$ cat src/rtl/hbbg_pkg.sv
// Package for the heater bang-bang guard: command codes, fixed limits and
// the result type passed from the control core to the top level.
// No dependencies.
package hbbg_pkg;

  // Item kinds carried on tuser
  typedef enum logic [1:0] {
    CMD_SAMPLE = 2'd0,
    CMD_FAULT  = 2'd1,
    CMD_START  = 2'd2,
    CMD_STOP   = 2'd3
  } cmd_t;

  // Register indexes (byte address is 4 * index)
  localparam logic [2:0] REG_MAX_TEMP   = 3'd0;
  localparam logic [2:0] REG_TARGET     = 3'd1;
  localparam logic [2:0] REG_TOLERANCE  = 3'd2;
  localparam logic [2:0] REG_TARGET_EN  = 3'd3;
  localparam logic [2:0] REG_CHANGE_THR = 3'd4;

  // Register reset values
  localparam logic [12:0]        MAX_TEMP_RST   = 13'd4000;
  localparam logic signed [13:0] TARGET_RST     = 14'sd0;
  localparam logic [10:0]        TOLERANCE_RST  = 11'd16;
  localparam logic [10:0]        CHANGE_THR_RST = 11'd8;

  // Fixed limits in 1/16 degree units
  localparam logic signed [15:0] TEMP_LOW_LIMIT  = -16'sd800;
  localparam logic signed [15:0] TEMP_HIGH_LIMIT = 16'sd8000;
  localparam logic [6:0]         CLEAR_HYST      = 7'd80;

  // Configuration seen by the core
  typedef struct packed {
    logic [12:0]        max_temp;
    logic signed [13:0] target_temp;
    logic [10:0]        tolerance;
    logic               target_enable;
    logic [10:0]        change_threshold;
  } cfg_t;

  // One result item
  typedef struct packed {
    logic heater_on;
    logic fault_latched;
    logic fault_event;
    logic changed_event;
    logic reached_event;
    logic on_event;
    logic off_event;
  } result_t;

endpackage

$ cat src/rtl/hbbg_core.sv
// Control core of the heater guard: state registers and the single-pass
// sample, fault and bang-bang logic. Depends on hbbg_pkg.
module hbbg_core (
  input  logic              clk,
  input  logic              rst,
  input  logic              advance,     // item in the input register moves on
  input  logic              clear_mark,  // target registers written
  input  hbbg_pkg::cfg_t    cfg,
  input  logic [1:0]        cmd,
  input  logic signed [15:0] temperature,
  input  logic              sample_invalid,
  output hbbg_pkg::result_t result
);

  // State
  logic signed [15:0] last_temp, last_temp_next;
  logic have_last, have_last_next;
  logic fault_flag, fault_flag_next;
  logic relay_state, relay_state_next;
  logic reached_mark, reached_mark_next;

  // Widened operands for exact compares
  logic signed [17:0] t18, last18, diff18, maxt18, clr18, lo18, hi18;
  logic [17:0] abs_diff;
  logic out_of_range, below_lo, above_hi;

  always_comb begin
    t18    = {{2{temperature[15]}}, temperature};
    last18 = {{2{last_temp[15]}}, last_temp};
    diff18 = t18 - last18;
    abs_diff = diff18[17] ? 18'(-diff18) : 18'(diff18);
    maxt18 = {5'b0, cfg.max_temp};
    clr18  = maxt18 - {11'b0, hbbg_pkg::CLEAR_HYST};
    lo18   = {{4{cfg.target_temp[13]}}, cfg.target_temp} - {7'b0, cfg.tolerance};
    hi18   = {{4{cfg.target_temp[13]}}, cfg.target_temp} + {7'b0, cfg.tolerance};
    out_of_range = (t18 >= maxt18)
                || (temperature < hbbg_pkg::TEMP_LOW_LIMIT)
                || (temperature > hbbg_pkg::TEMP_HIGH_LIMIT);
    below_lo = t18 < lo18;
    above_hi = t18 >= hi18;
  end

  // Next state and event pulses for the current item
  always_comb begin
    last_temp_next    = last_temp;
    have_last_next    = have_last;
    fault_flag_next   = fault_flag;
    relay_state_next  = relay_state;
    reached_mark_next = reached_mark;
    result = '0;

    case (hbbg_pkg::cmd_t'(cmd))
      hbbg_pkg::CMD_SAMPLE: begin
        if (sample_invalid) begin
          result.changed_event = !have_last;
          have_last_next   = 1'b0;
          fault_flag_next  = 1'b1;
          relay_state_next = 1'b0;
          result.off_event   = relay_state;
          result.fault_event = 1'b1;
        end else begin
          result.changed_event = !have_last || (abs_diff > {7'b0, cfg.change_threshold});
          last_temp_next = temperature;
          have_last_next = 1'b1;
          if (out_of_range) begin
            fault_flag_next  = 1'b1;
            relay_state_next = 1'b0;
            result.off_event   = relay_state;
            result.fault_event = 1'b1;
          end else begin
            // hysteresis release, then control on the same sample
            if (fault_flag && (t18 < clr18)) begin
              fault_flag_next = 1'b0;
            end
            if (!fault_flag_next && cfg.target_enable) begin
              if (below_lo) begin
                relay_state_next = 1'b1;
                result.on_event  = !relay_state;
              end else if (above_hi) begin
                relay_state_next = 1'b0;
                result.off_event = relay_state;
              end
              if (relay_state_next && !below_lo && (t18 <= hi18) && !reached_mark) begin
                reached_mark_next    = 1'b1;
                result.reached_event = 1'b1;
              end else if (below_lo) begin
                reached_mark_next = 1'b0;
              end
            end
          end
        end
      end
      hbbg_pkg::CMD_FAULT: begin
        fault_flag_next  = 1'b1;
        relay_state_next = 1'b0;
        result.off_event   = relay_state;
        result.fault_event = 1'b1;
      end
      hbbg_pkg::CMD_START: begin
        if (!fault_flag) begin
          relay_state_next = 1'b1;
          result.on_event  = !relay_state;
        end
      end
      default: begin
        relay_state_next = 1'b0;
        result.off_event = relay_state;
      end
    endcase

    result.heater_on     = relay_state_next;
    result.fault_latched = fault_flag_next;
  end

  // State update, one item per cycle while advance is high
  always_ff @(posedge clk) begin
    if (rst) begin
      last_temp    <= '0;
      have_last    <= 1'b0;
      fault_flag   <= 1'b0;
      relay_state  <= 1'b0;
      reached_mark <= 1'b0;
    end else begin
      if (advance) begin
        last_temp   <= last_temp_next;
        have_last   <= have_last_next;
        fault_flag  <= fault_flag_next;
        relay_state <= relay_state_next;
      end
      if (clear_mark) begin
        reached_mark <= 1'b0;
      end else if (advance) begin
        reached_mark <= reached_mark_next;
      end
    end
  end

endmodule

$ cat src/rtl/heater_bang_bang_guard_unit.sv
// Top level of the heater bang-bang guard: stream ports, APB register file,
// input and output registers around hbbg_core. Depends on hbbg_pkg, hbbg_core.
//
//  channel   direction  handshake            payload
//  s_*       in         s_tvalid/s_tready    tdata: temperature; tuser: cmd, invalid
//  m_*       out        m_tvalid/m_tready    tdata: relay, fault and event flags
//  apb       in         psel/penable/pready  5 registers at byte address 4*i
//
// An item passes through the input register and then sits in the output
// register until taken; one item per cycle is sustained while m_tready is high.
// The output register holds while m_tready is low; the input register then
// holds one more item and s_tready drops. rst is synchronous and clears the
// state, the valid flags and the registers to their reset values.
module heater_bang_bang_guard_unit (
  input  logic        clk,
  input  logic        rst,
  // input stream
  input  logic        s_tvalid,
  output logic        s_tready,
  input  logic [15:0] s_tdata,   // [15:0] temperature
  input  logic [2:0]  s_tuser,   // [1:0] cmd, [2] sample_invalid
  // output stream
  output logic        m_tvalid,
  input  logic        m_tready,
  output logic [7:0]  m_tdata,   // [0] heater_on, [1] fault_latched, [2] fault_event,
                                 // [3] changed_event, [4] reached_event,
                                 // [5] on_event, [6] off_event, [7] zero
  // configuration
  input  logic        psel,
  input  logic        penable,
  input  logic        pwrite,
  input  logic [4:0]  paddr,
  input  logic [31:0] pwdata,
  output logic [31:0] prdata,
  output logic        pready
);

  hbbg_pkg::cfg_t    cfg;
  hbbg_pkg::result_t result;

  logic        in_valid;
  logic [1:0]  in_cmd;
  logic signed [15:0] in_temp;
  logic        in_invalid;
  logic        advance, s_accept, cfg_write, clear_mark;
  logic [2:0]  reg_index;

  assign pready    = 1'b1;
  assign reg_index = paddr[4:2];
  assign cfg_write = psel && penable && pwrite && pready;
  assign clear_mark = cfg_write && ((reg_index == hbbg_pkg::REG_TARGET)
                                 || (reg_index == hbbg_pkg::REG_TOLERANCE)
                                 || (reg_index == hbbg_pkg::REG_TARGET_EN));

  // Register writes
  always_ff @(posedge clk) begin
    if (rst) begin
      cfg.max_temp         <= hbbg_pkg::MAX_TEMP_RST;
      cfg.target_temp      <= hbbg_pkg::TARGET_RST;
      cfg.tolerance        <= hbbg_pkg::TOLERANCE_RST;
      cfg.target_enable    <= 1'b0;
      cfg.change_threshold <= hbbg_pkg::CHANGE_THR_RST;
    end else if (cfg_write) begin
      case (reg_index)
        hbbg_pkg::REG_MAX_TEMP:   cfg.max_temp         <= pwdata[12:0];
        hbbg_pkg::REG_TARGET:     cfg.target_temp      <= pwdata[13:0];
        hbbg_pkg::REG_TOLERANCE:  cfg.tolerance        <= pwdata[10:0];
        hbbg_pkg::REG_TARGET_EN:  cfg.target_enable    <= pwdata[0];
        hbbg_pkg::REG_CHANGE_THR: cfg.change_threshold <= pwdata[10:0];
        default: ;
      endcase
    end
  end

  // Register reads
  always_comb begin
    case (reg_index)
      hbbg_pkg::REG_MAX_TEMP:   prdata = {19'b0, cfg.max_temp};
      hbbg_pkg::REG_TARGET:     prdata = {{18{cfg.target_temp[13]}}, cfg.target_temp};
      hbbg_pkg::REG_TOLERANCE:  prdata = {21'b0, cfg.tolerance};
      hbbg_pkg::REG_TARGET_EN:  prdata = {31'b0, cfg.target_enable};
      hbbg_pkg::REG_CHANGE_THR: prdata = {21'b0, cfg.change_threshold};
      default:                  prdata = '0;
    endcase
  end

  // Handshake: the input register moves on whenever the output slot frees
  assign advance  = in_valid && (!m_tvalid || m_tready);
  assign s_tready = !in_valid || advance;
  assign s_accept = s_tvalid && s_tready;

  // Input register
  always_ff @(posedge clk) begin
    if (rst) begin
      in_valid <= 1'b0;
    end else if (s_accept) begin
      in_valid <= 1'b1;
    end else if (advance) begin
      in_valid <= 1'b0;
    end
  end

  always_ff @(posedge clk) begin
    if (s_accept) begin
      in_temp    <= s_tdata;
      in_cmd     <= s_tuser[1:0];
      in_invalid <= s_tuser[2];
    end
  end

  hbbg_core u_core (
    .clk            (clk),
    .rst            (rst),
    .advance        (advance),
    .clear_mark     (clear_mark),
    .cfg            (cfg),
    .cmd            (in_cmd),
    .temperature    (in_temp),
    .sample_invalid (in_invalid),
    .result         (result)
  );

  // Output register
  always_ff @(posedge clk) begin
    if (rst) begin
      m_tvalid <= 1'b0;
    end else if (advance) begin
      m_tvalid <= 1'b1;
    end else if (m_tready) begin
      m_tvalid <= 1'b0;
    end
  end

  always_ff @(posedge clk) begin
    if (advance) begin
      m_tdata <= {1'b0, result.off_event, result.on_event, result.reached_event,
                  result.changed_event, result.fault_event, result.fault_latched,
                  result.heater_on};
    end
  end

endmodule

$ cat config.mk
export PLATFORM = sky130hd
export DESIGN_NAME = heater_bang_bang_guard_unit
export DESIGN_NICKNAME = d
export VERILOG_FILES = /design/src/rtl/hbbg_pkg.sv /design/src/rtl/hbbg_core.sv /design/src/rtl/heater_bang_bang_guard_unit.sv
export SDC_FILE = /design/constraint.sdc
export NUM_CORES = 1
export LEC_CHECK = 0
export ABC_AREA = 1
export BUFFER_PORTS_ARGS = -buffer_cell sky130_fd_sc_hd__clkbuf_2
export CORE_AREA = 3 3 127 129
export CTS_CLUSTER_DIAMETER = 150
export DETAILED_ROUTE_END_ITERATION = 10
export DIE_AREA = 0 0 130 132
export PLACE_DENSITY = 0.88
export SYNTH_ARGS = -nofsm -noshare
export SYNTH_HDL_FRONTEND = slang
export SYNTH_SLANG_ARGS = --single-unit
$ cat constraint.sdc
create_clock -name clk -period 3.7 [get_ports clk]
set_input_delay 0.185 -clock clk [delete_from_list [all_inputs] [get_ports clk]]
set_output_delay 0.185 -clock clk [all_outputs]
set_load 0.005 [all_outputs]
== Word-level counts from Yosys, hierarchy flattened ==
Cells that the tools add are included.
W data, S select, Z words.
Word-level totals
  input port bits: 63
  word-level logic and storage cells: 122
  register bits after elaboration: 98
  output and inout port bits: 43
Operators by class
  bitwise logic cells: 4
  add/sub/neg operators: 5
  reductions and logical operators: 39
  order comparisons: 8
  multiplexer cells: 42
  eq/ne operators: 6
Operators with widths (number)
  $pmux W32 S5: 1
  $mux W1: 33
  $gt A18 B11 Y1: 1
  $mux W18: 1
  $neg A18 Y18: 1
  $sub A16 B16 Y17: 1
  $ge A16 B14 Y1: 1
  $ge A16 B15 Y1: 1
  $gt A16 B14 Y1 const B: 1
  $le A16 B15 Y1: 1
  $lt A16 B11 Y1 const B: 1
  $lt A16 B14 Y1: 1
  $lt A16 B15 Y1: 1
  $add A14 B12 Y15: 1
  $sub A14 B12 Y15: 1
  $sub A13 B7 Y14 const B: 1
  $reduce_and A2 Y1: 6
  $logic_and A1 B1 Y1: 10
  $pmux W1 S2: 5
  $logic_not A1 Y1: 7
  $logic_or A1 B1 Y1: 7
  $eq A3 B2 Y1 const B: 2
  $reduce_and A6 Y1: 1
  $reduce_bool A2 Y1: 3
  11 further kinds: 15

== Longest topological paths before layout ==
  depth after elaboration: 18
  mapped depth: 29
  depth with buffers taken out: 28

== Cells and area by module ==
From an unflattened synthesis, not the netlist that was laid out.
Second synthesis, totals
  cells, all modules: 1359
  area total of the unflattened synthesis: 9032.4 sq um
Modules (own cells, without submodules)
  hbbg_core: area an instance 5382.7 sq um, times used 1, cells each 888, sequential area each 400.4 sq um
  heater_bang_bang_guard_unit: area an instance 3649.8 sq um, times used 1, cells each 471, sequential area each 1821.7 sq um

== Least setup slack after synthesis ==
OpenSTA, ideal clock, no wires.
  path type: register -> register
  start: register in_temp[0]
  end: register m_tdata[3], data pin
  setup time: 0.254 ns
  stages on the path, launching flop included: 29
  path slack: 0.164 ns
  data required time: 3.446 ns
  clock period less this slack: 3.536 ns
  data arrival time: 3.282 ns
  path buffers: 1
  path through: edfxtp_1 > inv_1 > ha_1 > inv_1 > fa_1 > nand3_1 > nand2_2 > nand2_2 > nand2_2 > nand3_2 > nand2_1 > nand2_1 > nand2_4 > inv_4 > buf_6 > nand2_1 > xnor2_1 > inv_1 > ha_1 > a21o_1 > a31oi_1 > o2111ai_1 > a21o_1 > o21ai_0 > nand3_1 > nor2_1 > nand2_1 > nand2_1 > a21oi_2
On the way
  word-level cells in the longest chain between the ends: 6
RTL lines
  start, declared: line heater_bang_bang_guard_unit.sv:43  | logic signed [15:0] in_temp;
  start signal, assigned: line heater_bang_bang_guard_unit.sv:105  | in_temp <= s_tdata;
  $sub A16 B16 Y17 *: line hbbg_core.sv:30  | diff18 = t18 - last18;
  $neg A18 Y18: line hbbg_core.sv:31  | abs_diff = diff18[17] ? 18'(-diff18) : 18'(diff18);
  $mux W18 *: line hbbg_core.sv:31
  $gt A18 B11 Y1 *: line hbbg_core.sv:62  | result.changed_event = !have_last || (abs_diff > {7'b0, cfg.change_threshold});
  $logic_or A1 B1 Y1 *: line hbbg_core.sv:62
  $mux W2 *: line hbbg_core.sv:54  | if (sample_invalid) begin
  end signal, assigned: line heater_bang_bang_guard_unit.sv:136  | m_tdata <= {1'b0, result.off_event, result.on_event, result.reached_event,
  end, declared: line heater_bang_bang_guard_unit.sv:25  | output logic [7:0] m_tdata,
Mark *: on every way between the ends. The rest lies on a longest branch, timed or not.
A chain may end at the register's enable or synchronous reset.

== Worst setup path after layout ==
Same ends and word-level chain as after synthesis.

==> summary.txt <==
Timing
  – FMAX: 265 MHz
  – Final setup fails: 1
  – Final Critical Period: 3.77 ns
  – Final slew viol count: 0
  – Slew @ Worst Pin: 0.899 ns
  – Final setup TNS: -0.0698 ns
  – RSZ-0062 raised after global routing: yes
  – Final period util: 1.02
  – Max_slew headroom: 0.399
  – Final hold violations: 0
  – Hold Slack: 0.0000611 ns
  – Worst Skew: 0.00984 ns
  – Fin worst setup slack: -0.0698 ns

Clock network
  – Clock transition at the registers of the reported paths: 0.08 ns
  – CTS Sinks: 98
  – Skew-Pair Late Insertion Delay: 0.36 ns
  – CTS buffer count: 9
  – CTS root buf: clkbuf_16
  – CTS tree: built
  – Maximum root-to-sink buffer count: 2
  – H-Tree Level Count: 3

Critical path
  – Critical Path AT: 3.88 ns
  – Setup crit start kind: flip-flop
  – Buf/Inv on CP: 5
  – Largest delay share family, worst path: adder cells
  – Cell mode on critical path: inv_2
  – Critical-path top delay cell: edfxtp_1
  – Worst path max stage delay: 0.44 ns
  – Crit path from: in_temp[0]
  – Worst setup EP type: flip-flop
  – Reg-to-Reg Start: in_temp[0]
  – Critical Path RT: 3.82 ns
  – Worst Path Max Fanout: 3
  – CP Class: reg2reg

Pwr
  – Combinational power share: 0.275
  – PD cells: 298 nW/µm²
  – Clock power share: 0.326
  – Flop pwr share: 0.399
  – Pint: 0.00192 W
  – Max rail drop VDD: 0.209 mV
  – Switching share of power: 0.337
  – Net Sw Power: 0.000974 W
  – Leakage: 4.69 nW

Outcome
  – Run status: finished, violations left
  – Failing checks: setup timing

Floorplanning
  – Starting Density: 0.537
  – Die width: 130 µm
  – Die span in y: 132 µm
  – Count of boundary I/O pins: 106
  – Std-Cell Rows: 45
  – Core Area: 15100 µm²
  – DIE AREA: 17200 µm²

Cells and area
  – Nets: 1434
  – Fillers: 1145
  – Fraction of layout cells with a size suffix above 1: 0.200
  – Area Overhead vs Synth: 19.0%
  – Diodes inserted: 0
  – Final core occ: 0.639
  – Area occupied by multi-input gates: 5340 µm²
  – Highest-count cells in the layout ignoring fill and taps: 193 x nand2_1, 158 x inv_1, 130 x a21oi_1
  – Most common cell after layout, fill and taps aside: nand2_1
  – Register area: 2230 µm²
  – Post-layout instance area: 9680 µm²

Global routing
  – Initial antenna violation count: 0
  – GRT overflow: 0
  – Largest net degree at the start of global routing: 28
  – Vias in the first global route: 7776
  – GRT Total Usage: 0.260
  – First-pass GRT wire length: 36300 µm

Yosys
  – Sequential fraction of the synthesis area: 0.273
  – Simple-Gate Fraction of Synth Area: 0.209
  – Syn avg cell area: 7.11 µm²
  – Largest family of logic cells by synthesized area: simple AND/OR/NAND/NOR gates
  – Yosys reg bits: 98
  – Share of synthesized flip-flops with an asynchronous set or reset: 0
  – Post-synthesis xor/xnor area fraction: 0.0420
  – Yosys warning count: 0
  – Count of cell types in the netlist: 51
  – Post-Synthesis Cells: 1145
  – Number of flops mapped to enable cells by yosys: 26
  – Mux cell area share after synthesis: 0
  – Ys flop type: dfxtp_1
  – Mapped Area: 8140 µm²
  – Syn Nets: 1318
  – Compound-Gate Fraction of Synth Area: 0.192
  – Area share of fa/ha/maj cells after synthesis: 0.172

Hold path
  – Hold Path Origin: s_tdata[1]
  – Hold crit path type: in2reg

Placement
  – Port-buffer cells: 83
  – HPWL Detailed: 17200 µm
  – Placed inst area: 8860 µm²
  – Gpl congestion: 0.924

Detailed routing
  – DRT iter0 DRCs: 707
  – DR pass1 iterations: 9
  – DRC: 0
  – WL/cell: 16.5 µm
  – Post-DRT Antenna Nets: 0
  – Vias per std cell: 5.76
  – DR vias: 8381
  – WL final: 24000 µm

Run
  – Number of max-cap violations: 0
[per-layer routing]
metal / part of all wire / vias up / GRT usage / wire [µm]
li1: - / 4040 / - / -
met1: 0.39 / 3865 / 0.311 / 9300
met2: 0.49 / 376 / 0.449 / 11800
met3: 0.068 / 100 / 0.0344 / 1630
met4: 0.053 / 0 / 0.130 / 1270
met5: 0 / - / 0 / 0
[synthesized netlist by cell type (all sizes together) (7+ instances only)]
library cell  number  share of area
nand3             47          0.034
nand3b             7         0.0065
nand4             15          0.012
nor3              15         0.0092
xnor2              9         0.0097
clkbuf            22          0.010
o21ai            113          0.069
edfxtp            26          0.096
nor2              89          0.043
inv              172          0.080
nand2            209           0.10
ha               107           0.16
buf               24          0.022
a21oi            143          0.089
dfxtp             72           0.18
xor2              30          0.032
[timing repair]
action,4_1_cts,5_1_grt
hold buffers,7,0
buffers inserted,3,13
gates resized for setup,18,63
gates cloned,1,0
endpoints found under the setup margin,5,7
pin swaps,6,28
hold endpoints to repair,7,0
[final timing paths]
kind | endpoint | slack, ns | cells after the start
max | m_tdata[3] | -0.07 | 25
min | in_temp[1] | 0.00006 | 1
max reg2reg | m_tdata[3] | -0.07 | 25
min reg2reg | u_core.last_temp[2] | 0.46 | 2
[layout make-up]
class	count	area share
Multi-Input combinational cell	830	0.552
Sequential cell	98	0.230
Timing Repair Buffer	150	0.0979
Inverter	172	0.0669
Tap cell	188	0.0243
Clock buffer	9	0.0233
Clock inverter	7	0.00607
[registers in the layout, indices dropped and copies added, names as in the netlist]
name,flops
in_cmd,2
m_tvalid,1
u_core.have_last,1
in_temp,16
cfg,50
in_valid,1
u_core.relay_state,1
u_core.reached_mark,1
m_tdata,7
in_invalid,1
u_core.last_temp,16
u_core.fault_flag,1
[kinds of logic after synthesis]
logic type,after synthesis
AND/OR/NAND/NOR,388
other,2
AO/OA/AOI/OAI,290
buffers and inverters,218
adder cells (fa/ha/maj),110
XOR/XNOR,39
flip-flops,98
[per-stage QoR]
stage,total power (W),std cells,worst slack [ns]
detailed placement,0.00185,1414,-0.145
CTS,0.00279,1441,-0.0144
global route,0.00301,1454,-0.259
global placement,0.00182,1414,0.00531
finish,0.00289,1454,-0.0698
floorplan,0.00165,1145,0.164
[power groups by stage]
stage / clock network (W) / logic, W / registers, W
after global routing: 0.000974 / 0.000884 / 0.00116
after global placement: 0 / 0.000644 / 0.00118
final: 0.000942 / 0.000795 / 0.00115
after CTS: 0.000939 / 0.000701 / 0.00115
after detailed placement: 0 / 0.000671 / 0.00118
after floorplan: 0 / 0.000466 / 0.00118
[worst reg2reg max path: cells and delay by family (launching register included)]
family,cells,cell delay [ns]
AOI/OAI and AO/OA,6,0.67
xor gates and xnor gates,1,0.17
adders and majority gates,4,1.03
buffers and inverters,5,0.38
DFF,1,0.44
and+or+nand+nor,9,0.85
Power figures use the tool's default switching activity.
